<file path="src/rtl/core/tsa_pkg.sv">
`timescale 1ns / 1ps
// ============================================================================
// tsa_pkg
// Shared types, constants and helpers of the transport stream packet aligner.
// ============================================================================
package tsa_pkg;

    localparam int HISTORY_DEPTH_DEFAULT = 512;

    localparam logic [7:0] SYNC_BYTE        = 8'h47;
    localparam int         OUT_PACKET_BYTES = 188;

    localparam int SIZE_188 = 188;
    localparam int SIZE_192 = 192;
    localparam int SIZE_204 = 204;

    localparam int LAG_192 = SIZE_192 - SIZE_188;
    localparam int LAG_204 = SIZE_204 - SIZE_188;
    localparam int TAP_LEN = LAG_204;

    localparam int NUM_SIZES = 3;

    typedef enum logic [1:0] {
        SZ_188 = 2'd0,
        SZ_192 = 2'd1,
        SZ_204 = 2'd2
    } size_code_t;

    typedef enum logic {
        REG_CONFIRM_COUNT = 1'b0,
        REG_SIZE_ENABLE   = 1'b1
    } reg_index_t;

    typedef enum logic {
        ST_HUNT = 1'b0,
        ST_LOCK = 1'b1
    } lock_state_t;

    typedef struct packed {
        logic c204;
        logic c192;
        logic c188;
        logic sync;
    } hist_word_t;

    typedef struct packed {
        logic [NUM_SIZES-1:0] one_back;
        logic [NUM_SIZES-1:0] two_back;
    } sync_hits_t;

    typedef struct packed {
        logic       first_of_packet;
        logic       last_of_packet;
        size_code_t size_code;
        logic [7:0] out_byte;
    } out_word_t;

    function automatic logic [7:0] packet_bytes(input size_code_t code);
        logic [7:0] n;
        unique case (code)
            SZ_188:  n = 8'(SIZE_188);
            SZ_192:  n = 8'(SIZE_192);
            SZ_204:  n = 8'(SIZE_204);
            default: n = 8'(SIZE_188);
        endcase
        return n;
    endfunction

endpackage

</file>
<file path="src/rtl/core/tsa_history.sv">
`timescale 1ns / 1ps
// ============================================================================
// tsa_history
// Sync history memory with a 188-byte read lag and a short tap line for the
// 192 and 204 spacings; each word also carries the one-back hits.
// ============================================================================
module tsa_history #(
    parameter int HISTORY_DEPTH = tsa_pkg::HISTORY_DEPTH_DEFAULT
) (
    input  logic                clk,
    input  logic                rst_n,
    input  logic                step,
    input  logic                clear,
    input  logic                is_sync,
    output tsa_pkg::sync_hits_t hits
);

    localparam int PTR_W = $clog2(HISTORY_DEPTH);
    localparam logic [PTR_W-1:0] LAST_SLOT = PTR_W'(HISTORY_DEPTH - 1);
    localparam logic [PTR_W-1:0] LAG       = PTR_W'(tsa_pkg::SIZE_188);
    localparam logic [PTR_W-1:0] WRAP_LAG  = PTR_W'(HISTORY_DEPTH - tsa_pkg::SIZE_188);
    localparam logic [7:0]       FILL_MAX  = 8'(tsa_pkg::SIZE_188);

    tsa_pkg::hist_word_t mem [HISTORY_DEPTH];
    tsa_pkg::hist_word_t rd_data_reg;
    tsa_pkg::hist_word_t lagged;
    tsa_pkg::hist_word_t wr_word;
    tsa_pkg::hist_word_t tap_reg [1:tsa_pkg::TAP_LEN];

    logic [PTR_W-1:0] ptr_reg;
    logic [PTR_W-1:0] ptr_next;
    logic [PTR_W-1:0] rd_addr;
    logic [7:0]       fill_reg;
    logic [7:0]       fill_next;

    always_comb
    begin
        ptr_next  = ptr_reg;
        fill_next = fill_reg;
        if (clear)
        begin
            ptr_next  = '0;
            fill_next = '0;
        end
        else if (step)
        begin
            ptr_next = (ptr_reg == LAST_SLOT) ? '0 : ptr_reg + 1'b1;
            if (fill_reg != FILL_MAX)
            begin
                fill_next = fill_reg + 8'd1;
            end
        end
        rd_addr = (ptr_next >= LAG) ? ptr_next - LAG : ptr_next + WRAP_LAG;
    end

    always_ff @(posedge clk or negedge rst_n)
    begin
        if (!rst_n)
        begin
            ptr_reg  <= '0;
            fill_reg <= '0;
        end
        else
        begin
            ptr_reg  <= ptr_next;
            fill_reg <= fill_next;
        end
    end

    always_ff @(posedge clk)
    begin
        if (step && !clear)
        begin
            mem[ptr_reg] <= wr_word;
        end
        rd_data_reg <= mem[rd_addr];
    end

    always_comb
    begin
        lagged = (fill_reg == FILL_MAX) ? rd_data_reg : '0;

        hits.one_back[tsa_pkg::SZ_188] = lagged.sync;
        hits.one_back[tsa_pkg::SZ_192] = tap_reg[tsa_pkg::LAG_192].sync;
        hits.one_back[tsa_pkg::SZ_204] = tap_reg[tsa_pkg::LAG_204].sync;
        hits.two_back[tsa_pkg::SZ_188] = lagged.c188;
        hits.two_back[tsa_pkg::SZ_192] = tap_reg[tsa_pkg::LAG_192].c192;
        hits.two_back[tsa_pkg::SZ_204] = tap_reg[tsa_pkg::LAG_204].c204;

        wr_word.sync = is_sync;
        wr_word.c188 = is_sync && hits.one_back[tsa_pkg::SZ_188];
        wr_word.c192 = is_sync && hits.one_back[tsa_pkg::SZ_192];
        wr_word.c204 = is_sync && hits.one_back[tsa_pkg::SZ_204];
    end

    always_ff @(posedge clk or negedge rst_n)
    begin
        if (!rst_n)
        begin
            for (int i = 1; i <= tsa_pkg::TAP_LEN; i++)
            begin
                tap_reg[i] <= '0;
            end
        end
        else if (clear)
        begin
            for (int i = 1; i <= tsa_pkg::TAP_LEN; i++)
            begin
                tap_reg[i] <= '0;
            end
        end
        else if (step)
        begin
            tap_reg[1] <= lagged;
            for (int i = 2; i <= tsa_pkg::TAP_LEN; i++)
            begin
                tap_reg[i] <= tap_reg[i-1];
            end
        end
    end

endmodule

</file>
<file path="src/rtl/core/tsa_framer.sv">
`timescale 1ns / 1ps
// ============================================================================
// tsa_framer
// Lock control, packet position and configuration registers; picks the
// packet size on a confirmed sync byte and forms each output word.
// ============================================================================
module tsa_framer (
    input  logic                clk,
    input  logic                rst_n,
    input  logic                step,
    input  logic                clear,
    input  logic                is_sync,
    input  logic [7:0]          data_byte,
    input  tsa_pkg::sync_hits_t hits,
    input  logic                cfg_write,
    input  logic                cfg_index,
    input  logic [2:0]          cfg_data,
    output logic                produce,
    output tsa_pkg::out_word_t  word
);

    tsa_pkg::lock_state_t state_reg;
    tsa_pkg::lock_state_t state_next;
    tsa_pkg::size_code_t  size_reg;
    tsa_pkg::size_code_t  size_next;
    tsa_pkg::size_code_t  found_size;
    tsa_pkg::size_code_t  cur_size;
    logic [7:0]           pos_reg;
    logic [7:0]           pos_next;
    logic [7:0]           cur_pos;
    logic [8:0]           pos_inc;
    logic [1:0]           confirm_reg;
    logic [2:0]           enable_reg;
    logic [2:0]           size_ok;
    logic                 found;
    logic                 lost;

    always_ff @(posedge clk or negedge rst_n)
    begin
        if (!rst_n)
        begin
            confirm_reg <= 2'd2;
            enable_reg  <= 3'd7;
        end
        else if (cfg_write)
        begin
            unique case (tsa_pkg::reg_index_t'(cfg_index))
                tsa_pkg::REG_CONFIRM_COUNT: confirm_reg <= cfg_data[1:0];
                tsa_pkg::REG_SIZE_ENABLE:   enable_reg  <= cfg_data;
            endcase
        end
    end

    always_ff @(posedge clk or negedge rst_n)
    begin
        if (!rst_n)
        begin
            state_reg <= tsa_pkg::ST_HUNT;
            size_reg  <= tsa_pkg::SZ_188;
            pos_reg   <= '0;
        end
        else
        begin
            state_reg <= state_next;
            size_reg  <= size_next;
            pos_reg   <= pos_next;
        end
    end

    always_comb
    begin
        for (int s = 0; s < tsa_pkg::NUM_SIZES; s++)
        begin
            size_ok[s] = enable_reg[s] && hits.one_back[s]
                         && (!confirm_reg[1] || hits.two_back[s]);
        end

        found      = 1'b0;
        found_size = tsa_pkg::SZ_188;
        priority if (size_ok[tsa_pkg::SZ_188])
        begin
            found      = 1'b1;
            found_size = tsa_pkg::SZ_188;
        end
        else if (size_ok[tsa_pkg::SZ_192])
        begin
            found      = 1'b1;
            found_size = tsa_pkg::SZ_192;
        end
        else if (size_ok[tsa_pkg::SZ_204])
        begin
            found      = 1'b1;
            found_size = tsa_pkg::SZ_204;
        end

        lost = (state_reg == tsa_pkg::ST_LOCK) && (pos_reg == 8'd0) && !is_sync;

        state_next = state_reg;
        size_next  = size_reg;
        pos_next   = pos_reg;
        cur_size   = size_reg;
        cur_pos    = pos_reg;
        pos_inc    = 9'd0;
        produce    = 1'b0;

        if (clear)
        begin
            state_next = tsa_pkg::ST_HUNT;
            size_next  = tsa_pkg::SZ_188;
            pos_next   = '0;
        end
        else if (step)
        begin
            if ((state_reg == tsa_pkg::ST_HUNT || lost) && is_sync && found)
            begin
                cur_size   = found_size;
                cur_pos    = '0;
                size_next  = found_size;
                state_next = tsa_pkg::ST_LOCK;
            end
            else if (state_reg == tsa_pkg::ST_HUNT || lost)
            begin
                state_next = tsa_pkg::ST_HUNT;
            end

            if (state_next == tsa_pkg::ST_LOCK)
            begin
                produce  = cur_pos < 8'(tsa_pkg::OUT_PACKET_BYTES);
                pos_inc  = {1'b0, cur_pos} + 9'd1;
                pos_next = (pos_inc >= {1'b0, tsa_pkg::packet_bytes(cur_size)})
                           ? 8'd0 : pos_inc[7:0];
            end
            else
            begin
                pos_next = '0;
            end
        end

        word.out_byte        = data_byte;
        word.first_of_packet = (cur_pos == 8'd0);
        word.last_of_packet  = (cur_pos == 8'(tsa_pkg::OUT_PACKET_BYTES - 1));
        word.size_code       = cur_size;
    end

endmodule

</file>
<file path="src/rtl/core/ts_packet_sync_aligner.sv">
`timescale 1ns / 1ps
// ============================================================================
// ts_packet_sync_aligner
// Transport stream sync finder and packet aligner, one byte per cycle.
// ============================================================================
// Input stream: s_tdata carries one raw byte, s_tuser[0] is restart. A
// restart word clears lock, position and history and gives no output.
// Output stream: m_tdata carries a packet byte, m_tlast marks byte 187,
// m_tuser holds first_of_packet (bit 0) and size_code (bits 2:1).
// Only bytes 0..187 of each locked packet are sent; surplus bytes of 192-
// and 204-byte packets and all bytes while hunting are dropped.
// Configuration: cfg_index 0 is confirm_count, 1 is size_enable; always ready.
// Throughput: one input word per cycle. The sync history lives in a memory
// read 188 words back each cycle, with a 16-word tap line for the longer
// spacings. Latency: a result shows on m_tvalid the cycle after its input.
// A single output register sits between the sides: s_tready stays high while
// the register is empty or drained that cycle, so a stalled receiver holds
// the input back after one word. Reset clears control state and the history
// fill count; no clearing pass runs, the block is ready right after reset.
// ============================================================================
module ts_packet_sync_aligner #(
    parameter int HISTORY_DEPTH = tsa_pkg::HISTORY_DEPTH_DEFAULT
) (
    input  logic       clk,
    input  logic       rst_n,
    input  logic       s_tvalid,
    output logic       s_tready,
    input  logic [7:0] s_tdata,   // data_byte
    input  logic       s_tuser,   // restart
    output logic       m_tvalid,
    input  logic       m_tready,
    output logic [7:0] m_tdata,   // out_byte
    output logic       m_tlast,
    output logic [2:0] m_tuser,   // first_of_packet, size_code[1:0]
    input  logic       cfg_valid,
    output logic       cfg_ready,
    input  logic       cfg_index,
    input  logic [2:0] cfg_data
);

    tsa_pkg::sync_hits_t hits;
    tsa_pkg::out_word_t  word;
    tsa_pkg::out_word_t  out_reg;
    logic                produce;
    logic                accept;
    logic                step;
    logic                clear;
    logic                is_sync;
    logic                m_valid_reg;

    assign s_tready  = !m_valid_reg || m_tready;
    assign cfg_ready = 1'b1;
    assign accept    = s_tvalid && s_tready;
    assign clear     = accept && s_tuser;
    assign step      = accept && !s_tuser;
    assign is_sync   = (s_tdata == tsa_pkg::SYNC_BYTE);

    tsa_history #(
        .HISTORY_DEPTH(HISTORY_DEPTH)
    ) u_history (
        .clk     (clk),
        .rst_n   (rst_n),
        .step    (step),
        .clear   (clear),
        .is_sync (is_sync),
        .hits    (hits)
    );

    tsa_framer u_framer (
        .clk       (clk),
        .rst_n     (rst_n),
        .step      (step),
        .clear     (clear),
        .is_sync   (is_sync),
        .data_byte (s_tdata),
        .hits      (hits),
        .cfg_write (cfg_valid && cfg_ready),
        .cfg_index (cfg_index),
        .cfg_data  (cfg_data),
        .produce   (produce),
        .word      (word)
    );

    always_ff @(posedge clk or negedge rst_n)
    begin
        if (!rst_n)
        begin
            m_valid_reg <= 1'b0;
        end
        else if (step && produce)
        begin
            m_valid_reg <= 1'b1;
        end
        else if (m_tready)
        begin
            m_valid_reg <= 1'b0;
        end
    end

    always_ff @(posedge clk)
    begin
        if (step && produce)
        begin
            out_reg <= word;
        end
    end

    assign m_tvalid = m_valid_reg;
    assign m_tdata  = out_reg.out_byte;
    assign m_tlast  = out_reg.last_of_packet;
    assign m_tuser  = {out_reg.size_code, out_reg.first_of_packet};

endmodule

</file>
<file path="config.mk">
export PLATFORM = sky130hd
export DESIGN_NAME = ts_packet_sync_aligner
export DESIGN_NICKNAME = d
export VERILOG_FILES = /design/src/rtl/core/tsa_pkg.sv /design/src/rtl/core/tsa_history.sv /design/src/rtl/core/tsa_framer.sv /design/src/rtl/core/ts_packet_sync_aligner.sv
export SDC_FILE = /design/constraint.sdc
export NUM_CORES = 2
export LEC_CHECK = 0
export BUFFER_PORTS_ARGS = -buffer_cell sky130_fd_sc_hd__buf_2
export CORE_MARGIN = 4
export CORE_UTILIZATION = 40
export DETAILED_ROUTE_END_ITERATION = 8
export GPL_ROUTABILITY_DRIVEN = 0
export PLACE_DENSITY = 0.53
export REMOVE_ABC_BUFFERS = 1
export SYNTH_ARGS = -nofsm -noshare
export SYNTH_HDL_FRONTEND = slang
export SYNTH_SLANG_ARGS = --single-unit
</file>
<file path="constraint.sdc">
create_clock -name clk -period 18.44 [get_ports clk]
set_input_delay 3.688 -clock clk [delete_from_list [all_inputs] [get_ports clk]]
set_output_delay 3.688 -clock clk [all_outputs]
set_load 0.02 [all_outputs]
</file>
# Word level (Yosys, flattened, before mapping)

Memories as Yosys holds them, arrays and structs flattened. A register that Yosys moved wholly into a read port is not among the register bits.
Cells that the tools add are included.

Add/sub/neg operators: 5
Magnitude comparators: 3
Equal/unequal tests: 7
Mux-type cells: 48
Bitwise gates (word level): 2
Reductions and logical operators: 36

Operators with widths:

| cell                                                                   | number |
|---|---|
| 64-bit 2-to-1 mux                                                      | 2 |
| 8-bit 2-to-1 mux                                                       | 15 |
| 9-bit 2-to-1 mux                                                       | 4 |
| 1-bit logical AND                                                      | 18 |
| 2-bit 2-to-1 mux                                                       | 9 |
| 8-bit equality test (second input constant)                            | 2 |
| 8-bit zero test                                                        | 2 |
| 1-bit 2-to-1 mux                                                       | 16 |
| 7-bit one-hot mux with 2 select lines                                  | 1 |
| 8-bit by 1-bit adder with 9-bit output (second input constant)         | 1 |
| 9-bit by 1-bit adder with 9-bit output (second input constant)         | 1 |
| 9-bit adder (second input constant)                                    | 1 |
| 9-bit equality test (second input constant)                            | 1 |
| 9-bit by 8-bit >= comparator with 1-bit output                         | 1 |
| 9-bit by 8-bit >= comparator with 1-bit output (second input constant) | 1 |
| 9-bit by 8-bit subtractor with 9-bit output (second input constant)    | 1 |
| 8-bit by 1-bit adder with 8-bit output (second input constant)         | 1 |
| 8-bit by 7-bit equality test with 1-bit output (second input constant) | 1 |
| 8-bit less-than comparator (second input constant)                     | 1 |
| 8-bit != test (second input constant)                                  | 1 |
| 2-bit AND reduction                                                    | 3 |
| 2-bit nonzero test                                                     | 3 |
| 1-bit zero test                                                        | 5 |
| 1-bit logical OR                                                       | 5 |
| 4 further kinds                                                        | 5 |

Register bits after elaboration: 108
RAM bits: 2048
Input bits: 18
Output and inout port bits: 15
Logic and storage cells: 176
Memories: 1

Memory list:

| memory        | depth | bits a word | read ports | clocked after Yosys merged registers in | write ports | line              | text |
|---|---|---|---|---|---|---|---|
| u_history.mem | 512   | 4           | 1          | 1                                       | 1           | tsa_history.sv:24 | `tsa_pkg::hist_word_t mem [HISTORY_DEPTH];` |

# Logic depth before layout (Yosys ltp)

Depth in word-level cells: 20
Gate-level depth with buffers: 27
Gate-level depth less buffers: 21

# Modules after synthesis

A second synthesis with hierarchy kept.

Cell total of the unflattened synthesis: 6603
Area total of the unflattened synthesis: 88224.6 sq um

Modules (own cells, without submodules):

| module                 | instances | cells an instance | area each (sq um) | sequential area each (sq um) |
|---|---|---|---|---|
| tsa_history            | 1         | 6431              | 86480.4           | 62905.3 |
| tsa_framer             | 1         | 147               | 1273.7            | 380.4 |
| ts_packet_sync_aligner | 1         | 25                | 470.5             | 385.4 |

# Worst setup path before layout

OpenSTA, ideal clock, no wires.

Path type: input to register
From: input s_tdata[4]
To: memory u_history.mem[0][3] (netlist bit) (data pin)
Library setup time: 1.530 ns
Arrival: 39.454 ns
Required time: 16.910 ns
Slack: -22.545 ns
Stages on the path: 2
Buffers on the path: 0
Cell sequence: nor4_1 > and2_1

RTL lines:

| what        | line                         | text |
|---|---|---|
| from (decl) | ts_packet_sync_aligner.sv:28 | `input logic [7:0] s_tdata,` |
| to (decl)   | tsa_history.sv:24            |  |

# Worst setup path in the final report

From: input m_tready
To: register u_history.rd_data_reg[3] (netlist name)

Longest elaborated chain between the ends: 7
Elaborated cells between the ends (all ways): 10
Classes of those cells: add/sub (2); order compare (1); mux (3); reduce/logical (4)

RTL lines:

| what                                | line                         | text |
|---|---|---|
| from (decl)                         | ts_packet_sync_aligner.sv:31 | `input logic m_tready,` |
| 1-bit logical OR (*)                | ts_packet_sync_aligner.sv:51 | `assign s_tready = !m_valid_reg \|\| m_tready;` |
| 1-bit logical AND (*)               | ts_packet_sync_aligner.sv:53 | `assign accept = s_tvalid && s_tready;` |
| 1-bit logical AND                   | ts_packet_sync_aligner.sv:55 | `assign step = accept && !s_tuser;` |
| 9-bit 2-to-1 mux                    | tsa_history.sv:45            | `else if (step)` |
| 9-bit 2-to-1 mux (*)                | tsa_history.sv:40            | `if (clear)` |
| 9-bit adder (tied with other cells) | tsa_history.sv:53            | `rd_addr = (ptr_next >= LAG) ? ptr_next - LAG : ptr_next + WRAP_LAG;` |
| 9-bit 2-to-1 mux (*)                | tsa_history.sv:53            |  |

Mark *: on every way between the ends. The rest lies on a longest branch, timed or not.
A chain may end at the register's enable or synchronous reset.

==> results.json <==
{
  "status": "complete, no violations",
  "slowest_delay_ns": 0.81,
  "ys.warnings.count": 0,
  "drc": 0,
  "async_flop_share": 0.0323,
  "portBuffers": 31,
  "synthTopCellsByArea": "edfxtp_1, nand2_1, nand3_1",
  "dieWidth_microns": 475,
  "drtAntennaViolNets": 0,
  "rrSetupSlack_ns": 10.90,
  "cts-root-buf": "clkbuf_16",
  "syn_avg_cell_area_sq_um": 13.1,
  "cp_common_cell": "buf_4",
  "core_area_sq_um": 217000,
  "grt_overflow": 0,
  "synth_ff_type": "edfxtp_1",
  "start_util": 0.402,
  "clockBufferDepth": 3,
  "via_count": 57000,
  "crit_type": "primary input to flip-flop",
  "ys_ff_latch": 2133,
  "yosysMostFrequentCell": "edfxtp_1",
  "rows": 171,
  "postCtsSetupRepairBufs": 0,
  "regToRegStartpoint": "u_history.ptr_reg[0]$_DFF_PN0_",
  "io_pins": 33,
  "grt_pass1_wl_microns": 406000,
  "synth_top_area_cell": "edfxtp_1",
  "synth_common_cells": "edfxtp_1, nand2_1, nand3_1",
  "cp.arrival_ns": 10.46,
  "yosysSeqAreaShare": 0.729,
  "grt_use_total": 0.245,
  "hold_viol": 0,
  "fillers": 19500,
  "die_area_sq_um": 226000,
  "antenna_found_initial": 12,
  "period_share": 0.526,
  "clk_latency_ns": 0.86,
  "synth_edf_count": 2060,
  "largest_reg_flops": 2048,
  "clk_pin_slew_worst_paths_ns": 0.06,
  "power_density_nw_per_um2": 105,
  "startpoint": "m_tready",
  "reg2reg_depth": 19,
  "rsz0062_at_grt": "false",
  "setup_tns_ns": 0,
  "die_h_microns": 475,
  "wirelength_microns": 282000,
  "worst_hold_slack_ns": 0.474,
  "grt_max_degree": 207,
  "numClockSinks": 2133,
  "synth_cell_type_count": 97,
  "p_leak_nw": 30.1,
  "path_cells": "buf_2 > nor2b_2 > inv_2 > nand4_1 > buf_4 > and2_4 > buf_12 > buf_4 > buf_4 > buf_4 > nand2_1 > a32oi_1 > nand4_1 > a32o_1 > o31ai_2 > o311ai_1 > a211oi_1",
  "synthCells": 6645,
  "via_per_inst": 5.95,
  "cts_tree": "built",
  "avgRoutedWirePerCell_microns": 29.5,
  "firstDrtPassIters": 6,
  "synth_top_area_share": 0.709,
  "grt_pass1_vias": 55100,
  "drv_slew": 0,
  "hpwl_microns": 159000,
  "endpoint": "u_history.rd_data_reg[3]$_DFF_P_",
  "hold_class": "flip-flop to flip-flop",
  "max_freq_ghz": 0.103,
  "worst_slew_pin_slew_ns": 1.42,
  "endpoint_kind": "flip-flop",
  "drtIter0Drc": 6993,
  "post_cts_resize_count": 0,
  "cts_hold_buffers": 0,
  "layout_min_cycle_time_ns": 9.70,
  "r2r_end": "u_history.rd_data_reg[3]$_DFF_P_",
  "crit_slowest_cell": "buf_4",
  "max-cap-violations": 0,
  "crit_path_max_fanout": 140,
  "fin_skew_ns": 0.0469,
  "nets": 6573,
  "relSlewSlack": 0.0531,
  "cp_data_required_time_ns": 19.20,
  "max-vdd-ir-drop_v": 0.000102,
  "start_kind": "primary input",
  "syn_area_sq_um": 87300,
  "cts_max_level": 4,
  "setup_viol": 0,
  "cts_made_buffers": 223,
  "syn_to_final_growth_pct": 10.7,
  "final_layout_size_suffix_gt1_frac": 0.0834
}
==> layer usage <==
layer / share of wire / global-route usage
met5: 0.00020 / 0
met4: 0.033 / 0.0781
met3: 0.092 / 0.0483
met2: 0.46 / 0.383
met1: 0.42 / 0.347
==> where the power goes <==
group	switching [mW]	internal [mW]
clock	1.89	2.36
sequential	0.00924	5.24
combinational	0.480	0.172
total	2.38	7.78
==> worst min path at each step <==
| stage | startpoint | endpoint | slack (ns) | cells after the start |
|---|---|---|---|---|
| 2_1_floorplan | u_history.rd_data_reg[2]$_DFF_P_ | u_history.tap_reg[62]$_DFFE_PN0P_ | 0.41 | 2 |
| 3_3_place_gp | u_history.tap_reg[62]$_DFFE_PN0P_ | u_history.tap_reg[62]$_DFFE_PN0P_ | 0.45 | 2 |
| 3_5_place_dp | u_history.tap_reg[62]$_DFFE_PN0P_ | u_history.tap_reg[62]$_DFFE_PN0P_ | 0.46 | 2 |
| 4_1_cts | u_history.tap_reg[62]$_DFFE_PN0P_ | u_history.tap_reg[62]$_DFFE_PN0P_ | 0.47 | 2 |
| 5_1_grt | u_history.tap_reg[62]$_DFFE_PN0P_ | u_history.tap_reg[62]$_DFFE_PN0P_ | 0.50 | 2 |
| 6_report | u_history.tap_reg[62]$_DFFE_PN0P_ | u_history.tap_reg[62]$_DFFE_PN0P_ | 0.47 | 2 |
==> cell families (layout without fill, tap and decap cells) <==
| logic type | after synthesis | after routing | share of synthesized area |
|---|---|---|---|
| mux | 190 | 190 | 0.0252 |
| fa+ha+maj | 15 | 15 | 0.00215 |
| other cells | 1 | 3 | 0.0000430 |
| simple gates | 3045 | 3045 | 0.148 |
| buf+inv | 501 | 573 | 0.0295 |
| compound gates | 744 | 744 | 0.0633 |
| xor+xnor | 16 | 16 | 0.00208 |
| flops | 2133 | 2133 | 0.729 |
==> layout make-up <==
type / instances / area, sq um / share of cell area
sequential: 2133 / 63700 / 0.659
multi-input combinational: 4011 / 21300 / 0.220
clock buffer: 289 / 5930 / 0.0613
tap: 2854 / 3570 / 0.0369
timing repair buffer: 156 / 1320 / 0.0137
clock inverter: 113 / 811 / 0.00839
inverter: 15 / 76.3 / 0.000790
antenna: 2 / 5.00 / 0.0000518
==> critical path: cells and delay by family <==
kind,cells,cell delay [ns]
simple gates,5,1.57
compound gates,5,1.60
buf+inv,7,3.25
==> stage by stage <==
step	instances	setup WS [ns]	instance area [sq um]	power, mW	utilization
floorplan	6159	-22.54	84800	5.83	-
global placement	9168	8.14	89900	6.00	0.414
detailed placement	9169	8.05	89900	6.00	0.414
CTS	9571	8.96	96700	10.2	0.445
global route	9572	8.49	96700	10.4	0.445
finish	9573	8.74	96700	10.2	0.445
==> layout by cell type, fill, tap and decap left out, drive strengths merged, types with 8 or more instances in the layout <==
cell type  netlist  routed
a211oi          30      30
a21oi          108     108
a221o           30      30
a221oi          39      39
a22o            47      47
a22oi           10      10
a311o            9       9
a311oi         100     100
a31oi          116     116
a32oi           69      69
and2            16      16
and3           120     120
buf            337     156
bufinv           0       8
clkbuf         149     289
clkinv           0      94
dfrtp           65      65
edfxtp        2060    2060
ha              15      15
inv             15      25
mux2             9       9
mux2i          158     158
mux4            23      23
nand2         1607    1607
nand3          585     585
nand4           52      52
nor2           569     569
nor3            33      33
nor4            16      16
o2111ai         12      12
o211ai          19      19
o21ai           72      72
o221ai          11      11
o22ai           13      13
o31ai            8       8
xor2            10      10
Note: power is estimated with default switching activity, not from simulation.
